**src/hdl/rac_pkg.sv**
```systemverilog
package rac_pkg;

  localparam int unsigned CntW   = 16;
  localparam int unsigned BtnW   = 5;
  localparam int unsigned ModeW  = 2;
  localparam int unsigned CfgIdxW = 1;

  localparam logic [CntW-1:0] SegSecsRst = CntW'(2);
  localparam logic [CntW-1:0] TotSecsRst = CntW'(10);
  localparam logic [CntW-1:0] CntMax     = {CntW{1'b1}};

  typedef enum logic [CfgIdxW-1:0] {
    REG_SEG_SECS = 1'b0,
    REG_TOT_SECS = 1'b1
  } reg_idx_e;

  typedef enum logic [2:0] {
    CODE_NONE   = 3'd0,
    CODE_AUTO   = 3'd1,
    CODE_MANUAL = 3'd2,
    CODE_RIGHT  = 3'd3,
    CODE_LEFT   = 3'd4,
    CODE_STOP   = 3'd5
  } btn_code_e;

  typedef enum logic [ModeW-1:0] {
    MODE_IDLE   = 2'd0,
    MODE_AUTO   = 2'd1,
    MODE_MANUAL = 2'd2
  } mode_e;

  typedef struct packed {
    logic [BtnW-1:0] buttons;
    logic            second_tick;
  } item_t;

  typedef struct packed {
    logic             drive_right;
    logic             drive_left;
    logic [ModeW-1:0] mode_status;
  } res_t;

  // lowest-numbered pressed button wins
  function automatic btn_code_e btn_code(input logic [BtnW-1:0] b);
    btn_code_e c;
    if (b[0])      c = CODE_AUTO;
    else if (b[1]) c = CODE_MANUAL;
    else if (b[2]) c = CODE_RIGHT;
    else if (b[3]) c = CODE_LEFT;
    else if (b[4]) c = CODE_STOP;
    else           c = CODE_NONE;
    return c;
  endfunction

endpackage

```
**src/hdl/rac_if.sv**
```systemverilog
interface rac_in_if;
  import rac_pkg::*;
  logic                valid;
  logic                ready;
  logic [BtnW-1:0]     buttons;
  logic                second_tick;

  modport source (output valid, output buttons, output second_tick, input ready);
  modport sink   (input valid, input buttons, input second_tick, output ready);
endinterface

interface rac_out_if;
  import rac_pkg::*;
  logic             valid;
  logic             ready;
  logic             drive_right;
  logic             drive_left;
  logic [ModeW-1:0] mode_status;

  modport source (output valid, output drive_right, output drive_left,
                  output mode_status, input ready);
  modport sink   (input valid, input drive_right, input drive_left,
                  input mode_status, output ready);
endinterface

```
**src/hdl/rac_in_reg.sv**
```systemverilog
module rac_in_reg import rac_pkg::*; (
  input  logic        clk_i,
  input  logic        rst_ni,
  rac_in_if.sink      in_i,
  input  logic        adv_i,
  output logic        vld_o,
  output item_t       item_o
);

  logic  vld_q, vld_d;
  item_t item_q;
  logic  load;

  assign in_i.ready = !vld_q || adv_i;
  assign load       = in_i.valid && in_i.ready;

  always_comb begin
    vld_d = vld_q;
    if (load) begin
      vld_d = 1'b1;
    end else if (adv_i) begin
      vld_d = 1'b0;
    end
  end

  always_ff @(posedge clk_i or negedge rst_ni) begin
    if (!rst_ni) begin
      vld_q <= 1'b0;
    end else begin
      vld_q <= vld_d;
    end
  end

  always_ff @(posedge clk_i) begin
    if (load) begin
      item_q.buttons     <= in_i.buttons;
      item_q.second_tick <= in_i.second_tick;
    end
  end

  assign vld_o  = vld_q;
  assign item_o = item_q;

endmodule

```
**src/hdl/rac_ctrl.sv**
```systemverilog
module rac_ctrl import rac_pkg::*; (
  input  logic            clk_i,
  input  logic            rst_ni,
  input  logic            step_i,
  input  item_t           item_i,
  input  logic [CntW-1:0] seg_secs_i,
  input  logic [CntW-1:0] tot_secs_i,
  output res_t            res_o
);

  typedef enum logic [5:0] {
    PH_IDLE     = 6'b000001,
    PH_AUTO_R   = 6'b000010,
    PH_AUTO_L   = 6'b000100,
    PH_MAN_WAIT = 6'b001000,
    PH_MAN_R    = 6'b010000,
    PH_MAN_L    = 6'b100000
  } phase_e;

  phase_e          phase_q, phase_d;
  logic [CntW-1:0] seg_q, seg_d, tot_q, tot_d;
  logic [CntW-1:0] seg_inc, tot_inc;
  btn_code_e       code;

  assign code    = btn_code(item_i.buttons);
  assign seg_inc = (seg_q == CntMax) ? CntMax : seg_q + CntW'(1);
  assign tot_inc = (tot_q == CntMax) ? CntMax : tot_q + CntW'(1);

  always_comb begin
    phase_d = phase_q;
    seg_d   = seg_q;
    tot_d   = tot_q;
    case (phase_q)
      PH_AUTO_R, PH_AUTO_L: begin
        if (code == CODE_STOP) begin
          phase_d = PH_IDLE;
        end else if (item_i.second_tick) begin
          seg_d = seg_inc;
          tot_d = tot_inc;
          if (seg_inc >= seg_secs_i) begin
            seg_d = '0;
            if (phase_q == PH_AUTO_R) begin
              phase_d = PH_AUTO_L;
            end else if (tot_inc >= tot_secs_i) begin
              phase_d = PH_IDLE;
            end else begin
              phase_d = PH_AUTO_R;
            end
          end
        end
      end
      PH_MAN_WAIT: begin
        if (code == CODE_AUTO) begin
          phase_d = PH_IDLE;
        end else if (code == CODE_RIGHT) begin
          phase_d = PH_MAN_R;
        end else if (code == CODE_LEFT) begin
          phase_d = PH_MAN_L;
        end
      end
      PH_MAN_R, PH_MAN_L: begin
        if (code == CODE_STOP) begin
          phase_d = PH_MAN_WAIT;
        end
      end
      default: begin
        // idle, and any illegal code
        phase_d = PH_IDLE;
        if (code == CODE_AUTO) begin
          phase_d = PH_AUTO_R;
          seg_d   = '0;
          tot_d   = '0;
        end else if (code == CODE_MANUAL) begin
          phase_d = PH_MAN_WAIT;
        end
      end
    endcase
  end

  always_ff @(posedge clk_i or negedge rst_ni) begin
    if (!rst_ni) begin
      phase_q <= PH_IDLE;
      seg_q   <= '0;
      tot_q   <= '0;
    end else if (step_i) begin
      phase_q <= phase_d;
      seg_q   <= seg_d;
      tot_q   <= tot_d;
    end
  end

  always_comb begin
    res_o.drive_right = (phase_d == PH_AUTO_R) || (phase_d == PH_MAN_R);
    res_o.drive_left  = (phase_d == PH_AUTO_L) || (phase_d == PH_MAN_L);
    case (phase_d)
      PH_AUTO_R, PH_AUTO_L:           res_o.mode_status = MODE_AUTO;
      PH_MAN_WAIT, PH_MAN_R, PH_MAN_L: res_o.mode_status = MODE_MANUAL;
      default:                         res_o.mode_status = MODE_IDLE;
    endcase
  end

endmodule

```
**src/hdl/reversing_agitator_controller.sv**
```systemverilog
// Channel | Dir | Payload                               | Handshake
// in_i    | in  | buttons[4:0], second_tick             | valid/ready
// out_o   | out | drive_right, drive_left, mode_status  | valid/ready
// cfg     | in  | cfg_idx_i, cfg_data_i[15:0]           | cfg_we_i
//
// One word per cycle sustained while the output is not stalled.
// The input register feeds the phase/counter update, which loads the output register.
// A stalled output holds the result and the word behind it; input stays ready while
// the input register is empty or moving.
// Reset: idle phase, counters zero, segment 2 s, total 10 s.
module reversing_agitator_controller import rac_pkg::*; (
  input  logic               clk_i,
  input  logic               rst_ni,
  rac_in_if.sink             in_i,
  rac_out_if.source          out_o,
  input  logic               cfg_we_i,
  input  logic [CfgIdxW-1:0] cfg_idx_i,
  input  logic [CntW-1:0]    cfg_data_i
);

  logic            in_vld, adv, step;
  item_t           item;
  res_t            res, res_q;
  logic            out_vld_q, out_vld_d;
  logic [CntW-1:0] seg_secs_q, tot_secs_q;

  assign adv  = !out_vld_q || out_o.ready;
  assign step = in_vld && adv;

  rac_in_reg u_in_reg (
    .clk_i  (clk_i),
    .rst_ni (rst_ni),
    .in_i   (in_i),
    .adv_i  (adv),
    .vld_o  (in_vld),
    .item_o (item)
  );

  rac_ctrl u_ctrl (
    .clk_i      (clk_i),
    .rst_ni     (rst_ni),
    .step_i     (step),
    .item_i     (item),
    .seg_secs_i (seg_secs_q),
    .tot_secs_i (tot_secs_q),
    .res_o      (res)
  );

  always_ff @(posedge clk_i or negedge rst_ni) begin
    if (!rst_ni) begin
      seg_secs_q <= SegSecsRst;
      tot_secs_q <= TotSecsRst;
    end else if (cfg_we_i) begin
      case (reg_idx_e'(cfg_idx_i))
        REG_SEG_SECS: seg_secs_q <= cfg_data_i;
        REG_TOT_SECS: tot_secs_q <= cfg_data_i;
        default: ;
      endcase
    end
  end

  always_comb begin
    out_vld_d = out_vld_q;
    if (step) begin
      out_vld_d = 1'b1;
    end else if (out_o.ready) begin
      out_vld_d = 1'b0;
    end
  end

  always_ff @(posedge clk_i or negedge rst_ni) begin
    if (!rst_ni) begin
      out_vld_q <= 1'b0;
    end else begin
      out_vld_q <= out_vld_d;
    end
  end

  always_ff @(posedge clk_i) begin
    if (step) begin
      res_q <= res;
    end
  end

  assign out_o.valid       = out_vld_q;
  assign out_o.drive_right = res_q.drive_right;
  assign out_o.drive_left  = res_q.drive_left;
  assign out_o.mode_status = res_q.mode_status;

`ifndef SYNTHESIS
  a_one_dir: assert property (@(posedge clk_i) disable iff (!rst_ni)
    out_vld_q |-> !(res_q.drive_right && res_q.drive_left))
    else $error("both drive directions active");

  a_idle_no_drive: assert property (@(posedge clk_i) disable iff (!rst_ni)
    (out_vld_q && res_q.mode_status == MODE_IDLE) |->
      !(res_q.drive_right || res_q.drive_left))
    else $error("motor driven while idle");

  a_mode_legal: assert property (@(posedge clk_i) disable iff (!rst_ni)
    out_vld_q |-> (res_q.mode_status == MODE_IDLE || res_q.mode_status == MODE_AUTO ||
                   res_q.mode_status == MODE_MANUAL))
    else $error("illegal mode status");

  a_word_held: assert property (@(posedge clk_i) disable iff (!rst_ni)
    (in_vld && !adv) |=> in_vld)
    else $error("input word dropped under output stall");
`endif

endmodule

```
**src/flat_wrapper.sv**
```systemverilog
// flat-port wrapper written by rule: the top's interface ports become plain ports
module reversing_agitator_controller_flat import rac_pkg::*;
  (clk_i, rst_ni, cfg_we_i, cfg_idx_i, cfg_data_i, in_i_valid, in_i_buttons, in_i_second_tick, in_i_ready, out_o_valid, out_o_drive_right, out_o_drive_left, out_o_mode_status, out_o_ready);
  rac_in_if in_i_i ();
  rac_out_if out_o_i ();
  input  logic clk_i;
  input  logic rst_ni;
  input  logic cfg_we_i;
  input  logic [CfgIdxW-1:0] cfg_idx_i;
  input  logic [CntW-1:0] cfg_data_i;
  input wire logic [$bits(in_i_i.valid)-1:0] in_i_valid;
  input wire logic [$bits(in_i_i.buttons)-1:0] in_i_buttons;
  input wire logic [$bits(in_i_i.second_tick)-1:0] in_i_second_tick;
  output wire logic [$bits(in_i_i.ready)-1:0] in_i_ready;
  output wire logic [$bits(out_o_i.valid)-1:0] out_o_valid;
  output wire logic [$bits(out_o_i.drive_right)-1:0] out_o_drive_right;
  output wire logic [$bits(out_o_i.drive_left)-1:0] out_o_drive_left;
  output wire logic [$bits(out_o_i.mode_status)-1:0] out_o_mode_status;
  input wire logic [$bits(out_o_i.ready)-1:0] out_o_ready;
  assign in_i_i.valid = in_i_valid;
  assign in_i_i.buttons = in_i_buttons;
  assign in_i_i.second_tick = in_i_second_tick;
  assign in_i_ready = in_i_i.ready;
  assign out_o_valid = out_o_i.valid;
  assign out_o_drive_right = out_o_i.drive_right;
  assign out_o_drive_left = out_o_i.drive_left;
  assign out_o_mode_status = out_o_i.mode_status;
  assign out_o_i.ready = out_o_ready;
  reversing_agitator_controller u_core (.clk_i(clk_i), .rst_ni(rst_ni), .in_i(in_i_i), .out_o(out_o_i), .cfg_we_i(cfg_we_i), .cfg_idx_i(cfg_idx_i), .cfg_data_i(cfg_data_i));
endmodule
```
**config.mk**
```make
export PLATFORM = sky130hd
export DESIGN_NAME = reversing_agitator_controller_flat
export DESIGN_NICKNAME = d
export VERILOG_FILES = /design/src/hdl/rac_pkg.sv /design/src/hdl/rac_if.sv /design/src/hdl/rac_in_reg.sv /design/src/hdl/rac_ctrl.sv /design/src/hdl/reversing_agitator_controller.sv /design/src/flat_wrapper.sv
export SDC_FILE = /design/constraint.sdc
export NUM_CORES = 1
export LEC_CHECK = 0
export ABC_CLOCK_PERIOD_IN_PS = 3600
export BUFFER_PORTS_ARGS = -buffer_cell sky130_fd_sc_hd__buf_4
export CORE_ASPECT_RATIO = 1.2
export CORE_MARGIN = 5
export CORE_UTILIZATION = 35
export DETAILED_ROUTE_END_ITERATION = 6
export HOLD_SLACK_MARGIN = 0.12
export PLACE_DENSITY = 0.61
export SLEW_MARGIN = 15
export SYNTH_ARGS = -nofsm -noshare
export SYNTH_HDL_FRONTEND = slang
export SYNTH_SLANG_ARGS = --single-unit
```
**constraint.sdc**
```tcl
create_clock -name clk_i -period 3.6 [get_ports clk_i]
set_clock_uncertainty 0.05 [all_clocks]
set_input_delay 0.72 -clock clk_i [delete_from_list [all_inputs] [get_ports clk_i]]
set_output_delay 0.72 -clock clk_i [all_outputs]
set_load 0.01 [all_outputs]
```
==> summary.md, run 1 <==
| Metric | Value |
|---|---|
| Max Cap Viol | 0 |
| Max Fclk | 279 MHz |
| Vias in the first global route | 4020 |
| Cell Chain, Critical Path | ha_2, and3_4, nand3_4, nor2_4, and3_4, nand3_4, buf_6, nand2b_4, ha_4, a2111oi_4, a2111oi_4, o31ai_4, nor2_1, a32o_2, a221o_1 |
| Placer Congestion | 0.876 |
| Ys async rst share | 87.8% |
| Fin nets | 616 |
| Worst Setup Start Kind | flop |
| Global Route met2 Usage | 27.7% |
| Starting Density | 35.7% |
| Syn. warnings | 0 |
| Share of cells above drive strength 1 | 27.7% |
| Relative slew margins | 37.0% |
| Hold-fix buffers, CTS | 0 |
| Clock power share | 35.8% |
| Sw Pwr | 798 µW |
| Routed WL | 11.7 mm |
| Worst min path class | reg -> reg |
| Worst Tran Pin Value | 0.944 ns |
| Util after Layout | 45.4% |
| Slowest-stage cell, CP | a2111oi_4 |
| Post-synth cell types | 54 |
| Ys flop type | dfrtp_1 |
| Clock Tree Root | clkbuf_16 |
| Worst Path Max Fanout | 5 |
| Routed vias | 3833 |
| Hold_sp | u_core.tot_secs_q[4]$_DFFE_PN0P_ |
| # setup viols final | 0 |
| Clock-pin slew on the worst setup and hold paths | 0.06 ns |
| Worst VDD drop | 0.227 mV |
| Placed cell area | 5480 µm² |
| Hold Path Depth | 1 |
| Syn Area/Cell | 9.83 µm² |
| Post-synth EDFFs | 10 |
| Antenna viol nets, final | 0 |
| Leak Pwr | 2.85 nW |
| DR pass1 iterations | 4 |
| GRT met3 Usage | 2.94% |
| GR Util met1 | 18.1% |
| Worst r2r src | u_core.u_ctrl.seg_q[1]$_DFFE_PN0P_ |
| TritonCTS Buffers | 9 |
| Top Ports | 34 |
| Post-synthesis sequential area ratio | 44.6% |
| Synth-to-layout area growth | 27.0% |
| Initial antenna violation count | 0 |
| Std cell rows | 46 |
| CP endpoint kind | flop |
| GR peak layer | met2 |
| Post-DR wirelength/cell | 16.1 µm |
| Crit-path max cell delay | 0.39 ns |
| CP Data Required Time | 3.64 ns |
| Most frequent cells in the layout | 78 x buf_4, 68 x dfrtp_1, 53 x nand2_1 |
| Critical path arrival | 3.63 ns |
| Number of synthesized register bits | 82 |
| Combinational Power Share | 24.0% |
| Sw frac | 29.0% |
| Clock Sink Count | 82 |
| Internal power | 1.95 mW |
| Power per cell area | 458 nW/µm² |
| Worst Hold End | u_core.tot_secs_q[4]$_DFFE_PN0P_ |
| Total track usage | 15.4% |
| First-pass GRT wire length | 19.3 mm |
| CTS Buffer Depth | 2 |
| DIE HEIGHT | 137 µm |
| Port Buf Inserts | 33 |
| Die ar. | 15900 µm² |
| Status | finished clean |
| Antenna cells | 0 |
| Die Wd | 116 µm |
| Gr ovfl total | 0 |
| Drt via density | 5.27 |
| FF-to-FF End | u_core.out_o.drive_right$_DFFE_PP_ |
| Core area | 13200 µm² |
| Unrepaired setup endpoints after global routing | true |
| Dpl cells | 704 |
| R2r worst-path depth | 15 |
| Slew Viols, Final | 0 |
| Setup CP Type | reg -> reg |
| Number of DRC markers in iteration 0 | 133 |
| Commonest non-fill, non-tap cell in the layout | buf_4 |
| R2r setup slk | 0.01 ns |
| Cell area after layout | 6010 µm² |
| CTS tree | done |
| Worst skew pair latency | 0.34 ns |
| Post-route DRC | 0 |
| Htree depth | 3 |
| Largest net degree at the start of global routing | 73 |
| Syn nets | 543 |
| Flop pwr share | 40.2% |
| Fin crit period | 3.59 ns |
| Finished Layout Cells | 727 |
| Post-Syn Area | 4730 µm² |
| Final Hold Fails | 0 |
| Post-DP HPWL | 8.50 mm |
| Tcrit/Tclk final | 99.7% |
| Post-synthesis instance total | 481 |
==> Yosys cell counts, drive strengths merged (12+ instances only) <==
| cell type | count | share of area [%] |
|---|---|---|
| dfrtp | 68 | 36 |
| nand2 | 57 | 4.5 |
| inv | 37 | 2.9 |
| ha | 34 | 9.0 |
| a21oi | 30 | 3.2 |
| o21ai | 30 | 3.2 |
| a22o | 26 | 4.8 |
| nor2 | 21 | 1.7 |
| mux2 | 18 | 4.3 |
| nand3 | 16 | 1.7 |
| xor2 | 13 | 2.4 |
| clkbuf | 12 | 0.95 |
==> critical path: cells and delay by family, from the launching register on <==
| family | cells | cell delay (ns) |
|---|---|---|
| compound gates | 5 | 1.40 |
| simple gates | 7 | 0.93 |
| fa+ha+maj | 2 | 0.39 |
| flops | 1 | 0.37 |
| buf+inv | 1 | 0.17 |
==> sequential cells by signal, summed over array words and instances (netlist names) <==
signal / count
u_core.out_o.drive_left: 1
u_core.out_o.drive_right: 1
u_core.out_o.mode_status: 2
u_core.out_o.valid: 1
u_core.seg_secs_q: 16
u_core.tot_secs_q: 16
u_core.u_ctrl.phase_q: 6
u_core.u_ctrl.seg_q: 16
u_core.u_ctrl.tot_q: 16
u_core.u_in_reg.item_o: 6
u_core.u_in_reg.vld_o: 1
==> timing repair <==
item,4_1_cts,5_1_grt
endpoints found under the setup margin,8,7
hold endpoints to repair,0,0
buffers inserted,2,4
resized for setup,17,14
cloned,1,0
pin swaps,7,10
==> layer usage <==
layer | vias up | share of wire, % | wire length, µm
met2 | 50 | 54 | 6250
met4 | 0 | 2.0 | 230
li1 | 1868 | - | -
met5 | - | 0 | 0
met1 | 1891 | 42 | 4950
met3 | 24 | 2.0 | 236
==> how the worst max path moves through the flow <==
stage                                  startpoint                               endpoint  depth (start not counted)
2_1_floorplan  u_core.u_ctrl.seg_q[0]$_DFFE_PN0P_     u_core.out_o.drive_right$_DFFE_PP_                         16
3_3_place_gp   u_core.u_ctrl.seg_q[2]$_DFFE_PN0P_     u_core.out_o.drive_right$_DFFE_PP_                         14
3_5_place_dp   u_core.u_ctrl.seg_q[1]$_DFFE_PN0P_  u_core.out_o.mode_status[0]$_DFFE_PP_                         16
4_1_cts        u_core.u_ctrl.seg_q[1]$_DFFE_PN0P_  u_core.out_o.mode_status[0]$_DFFE_PP_                         16
5_1_grt        u_core.u_ctrl.seg_q[1]$_DFFE_PN0P_     u_core.out_o.drive_right$_DFFE_PP_                         15
6_report       u_core.u_ctrl.seg_q[1]$_DFFE_PN0P_     u_core.out_o.drive_right$_DFFE_PP_                         15
==> power groups by stage <==
stage                     logic (mW)  clock network, mW  registers [mW]
after floorplan                0.407                  0            1.11
after global placement         0.594                  0            1.12
after detailed placement       0.612                  0            1.12
after CTS                      0.632               1.01            1.10
after global routing           0.731               1.05            1.12
final                          0.661              0.985            1.11
==> final cells by class <==
type	count	area, µm²
timing repair buffer	80	608
inverter	38	143
fill	1253	7230
clock inverter	7	92.6
clock buffer	9	225
sequential	82	2110
multi-input combinational	343	2620
tap	168	210
==> metrics by stage <==
stage | TNS (ns) | total power [mW] | setup slack (ns) | hold WS, ns
floorplan | 0 | 1.51 | 0.00810 | 0.374
global placement | -0.442 | 1.71 | -0.141 | 0.427
detailed placement | -0.515 | 1.73 | -0.147 | 0.445
CTS | -0.00368 | 2.75 | -0.00368 | 0.460
global route | -0.332 | 2.90 | -0.120 | 0.482
finish | 0 | 2.75 | 0.0114 | 0.460
==> kinds of logic after synthesis <==
| logic type | Yosys count | synth area share [%] |
|---|---|---|
| simple gates | 147 | 15.6 |
| compound gates | 121 | 17.5 |
| flops | 82 | 44.6 |
| buf+inv | 57 | 5.03 |
| fa+ha+maj | 34 | 8.99 |
| xor+xnor | 21 | 3.89 |
| mux | 19 | 4.50 |
Power figures use the tool's default switching activity.
==> run 2, diff against run 1 <==
- CORE_UTILIZATION: 35 -> 55
- PLACE_DENSITY: 0.61 -> 0.85
- TNS_END_PERCENT: default -> 5
==> run 2 against run 1 <==
The flow now finishes with violations (setup timing). First-iteration DRC count increased by 74%. Via count rose by 4.1%. Sequential power is essentially flat. Die area shrank 34%. Fmax fell by 6.9%. Largest cell class unchanged.
==> summary.md, run 2 (same netlist as run 1, synthesis figures left out) <==
| Metric | Value |
|---|---|
| Synth-to-layout area growth | 22.6% |
| Post-DP HPWL | 8.12 mm |
| Worst skew pair latency | 0.39 ns |
| Setup WS post-layout | -0.253 ns |
| Max Fclk | 260 MHz |
| DIE HEIGHT | 112 µm |
| CP endpoint kind | flop |
| Clock Sink Count | 82 |
| Leak Pwr | 2.82 nW |
| # setup viols final | 8 |
| Post-DR wirelength/cell | 17.1 µm |
| CP Data Required Time | 3.70 ns |
| Slew Viols, Final | 0 |
| Hold Slack | 0.387 ns |
| Pre-CTS setup slack | -0.208 ns |
| Core area | 8470 µm² |
| Dpl cells | 653 |
| Antenna viol nets, final | 0 |
| Clock Tree Root | clkbuf_8 |
| Top Ports | 34 |
| TritonCTS Buffers | 9 |
| First-pass GRT wire length | 18.6 mm |
| Post-route DRC | 0 |
| Std cell rows | 37 |
| Fin crit period | 3.85 ns |
| Starting Density | 55.8% |
| DR pass1 iterations | 5 |
| Power per cell area | 406 nW/µm² |
| Fin nets | 621 |
| Worst Tran Pin Value | 0.910 ns |
| Finished Layout Cells | 681 |
| Status | finished, violations left |
| Port Buf Inserts | 33 |
| Drt via density | 5.86 |
| R2r worst-path depth | 15 |
| Final Hold Fails | 0 |
| CTS tree | done |
| Number of DRC markers in iteration 0 | 231 |
| Routed vias | 3990 |
| Worst Path Max Fanout | 4 |
| Commonest non-fill, non-tap cell in the layout | buf_4 |
| Initial antenna violation count | 0 |
| Worst Setup Start Kind | flop |
| Placer Congestion | 0.898 |
| Tcrit/Tclk final | 107% |
| Worst VDD drop | 0.210 mV |
| Largest net degree at the start of global routing | 73 |
| Vias in the first global route | 4038 |
| Die ar. | 10600 µm² |
| CTS Buffer Depth | 2 |
| Routed WL | 11.6 mm |
| Setup CP Type | reg -> reg |
| Htree depth | 3 |
| Critical path arrival | 3.95 ns |
| Share of cells above drive strength 1 | 26.8% |
| Total track usage | 22.6% |
| Die Wd | 94.7 µm |
| Antenna cells | 0 |
| Failing checks | setup timing |
| Clock-pin slew on the worst setup and hold paths | 0.09 ns |
| Worst min path class | in -> async |
| Max Cap Viol | 0 |
| Relative slew margins | 39.3% |
| Most frequent cells in the layout | 83 x buf_4, 68 x dfrtp_1, 56 x nand2_1 |
| Unrepaired setup endpoints after global routing | true |
| Gr ovfl total | 0 |
==> run 2: cell type report <==
cell class | count | area, µm²
Multi-Input combinational cell | 343 | 2580
Clock inverter | 5 | 38.8
Inverter | 38 | 143
Timing Repair Buffer | 85 | 646
Sequential cell | 82 | 2110
Fill cell | 595 | 2670
Clock buffer | 11 | 141
Tap cell | 117 | 146
==> run 2: stage by stage <==
stage	cell area (µm²)	power (mW)	setup TNS [ns]	util (%)
floorplan	4810	1.51	-0.00609	-
CTS	5700	2.34	0	67.2
global placement	5410	1.67	-0.0362	63.9
global route	5800	2.47	-2.91	68.5
finish	5800	2.36	-1.16	68.5
detailed placement	5410	1.70	-1.09	63.9
==> run 2: timing repair <==
| action | CTS | global route |
|---|---|---|
| gates resized for setup | 15 | 10 |
| pin swaps | 7 | 15 |
| hold buffers | 0 | 0 |
| buffers inserted | 4 | 7 |
| cloned | 1 | 0 |
| endpoints found under the setup margin | 20 | 22 |
==> run 2: layer usage <==
layer / track usage [%] / routed length (µm)
met5: 0 / 0
met4: 13.1 / 480
met3: 3.51 / 444
met2: 39.5 / 6160
met1: 25.6 / 4550
==> run 2: worst max-delay path, cell delays in order (launching register included) <==
cell	delay, ns
dfrtp_1	0.38
and3_4	0.19
and4_4	0.23
nor2b_4	0.18
nand4_1	0.22
xor2_1	0.24
nand2_1	0.12
ha_4	0.28
nand4_1	0.11
or3_4	0.43
a2111oi_4	0.35
o31ai_4	0.14
buf_6	0.14
a21oi_4	0.19
nor2_4	0.05
a221o_1	0.29
==> run 2: final timing paths <==
| check | start | end | slack (ns) |
|---|---|---|---|
| min in group clk_i | in_i_buttons[1] | u_core.u_in_reg.item_o[2]$_DFFE_PP_ | 0.45 |
| setup reg to reg | u_core.u_ctrl.seg_q[1]$_DFFE_PN0P_ | u_core.out_o.drive_right$_DFFE_PP_ | -0.25 |
| hold / removal | rst_ni | u_core.u_ctrl.seg_q[3]$_DFFE_PN0P_ | 0.39 |
| hold reg to reg | u_core.tot_secs_q[6]$_DFFE_PN0P_ | u_core.tot_secs_q[6]$_DFFE_PN0P_ | 0.47 |
| setup / recovery | u_core.u_ctrl.seg_q[1]$_DFFE_PN0P_ | u_core.out_o.drive_right$_DFFE_PP_ | -0.25 |
| max in group asynchronous | rst_ni | u_core.tot_secs_q[6]$_DFFE_PN0P_ | 2.49 |
==> run 2: where the power goes <==
| part | total, mW | internal, mW | leakage, nW | switching (mW) |
|---|---|---|---|---|
| sequential | 1.11 | 1.04 | 1.02 | 0.0659 |
| combinational | 0.618 | 0.272 | 1.71 | 0.345 |
| clock | 0.632 | 0.273 | 0.0899 | 0.359 |
| total | 2.36 | 1.58 | 2.82 | 0.770 |
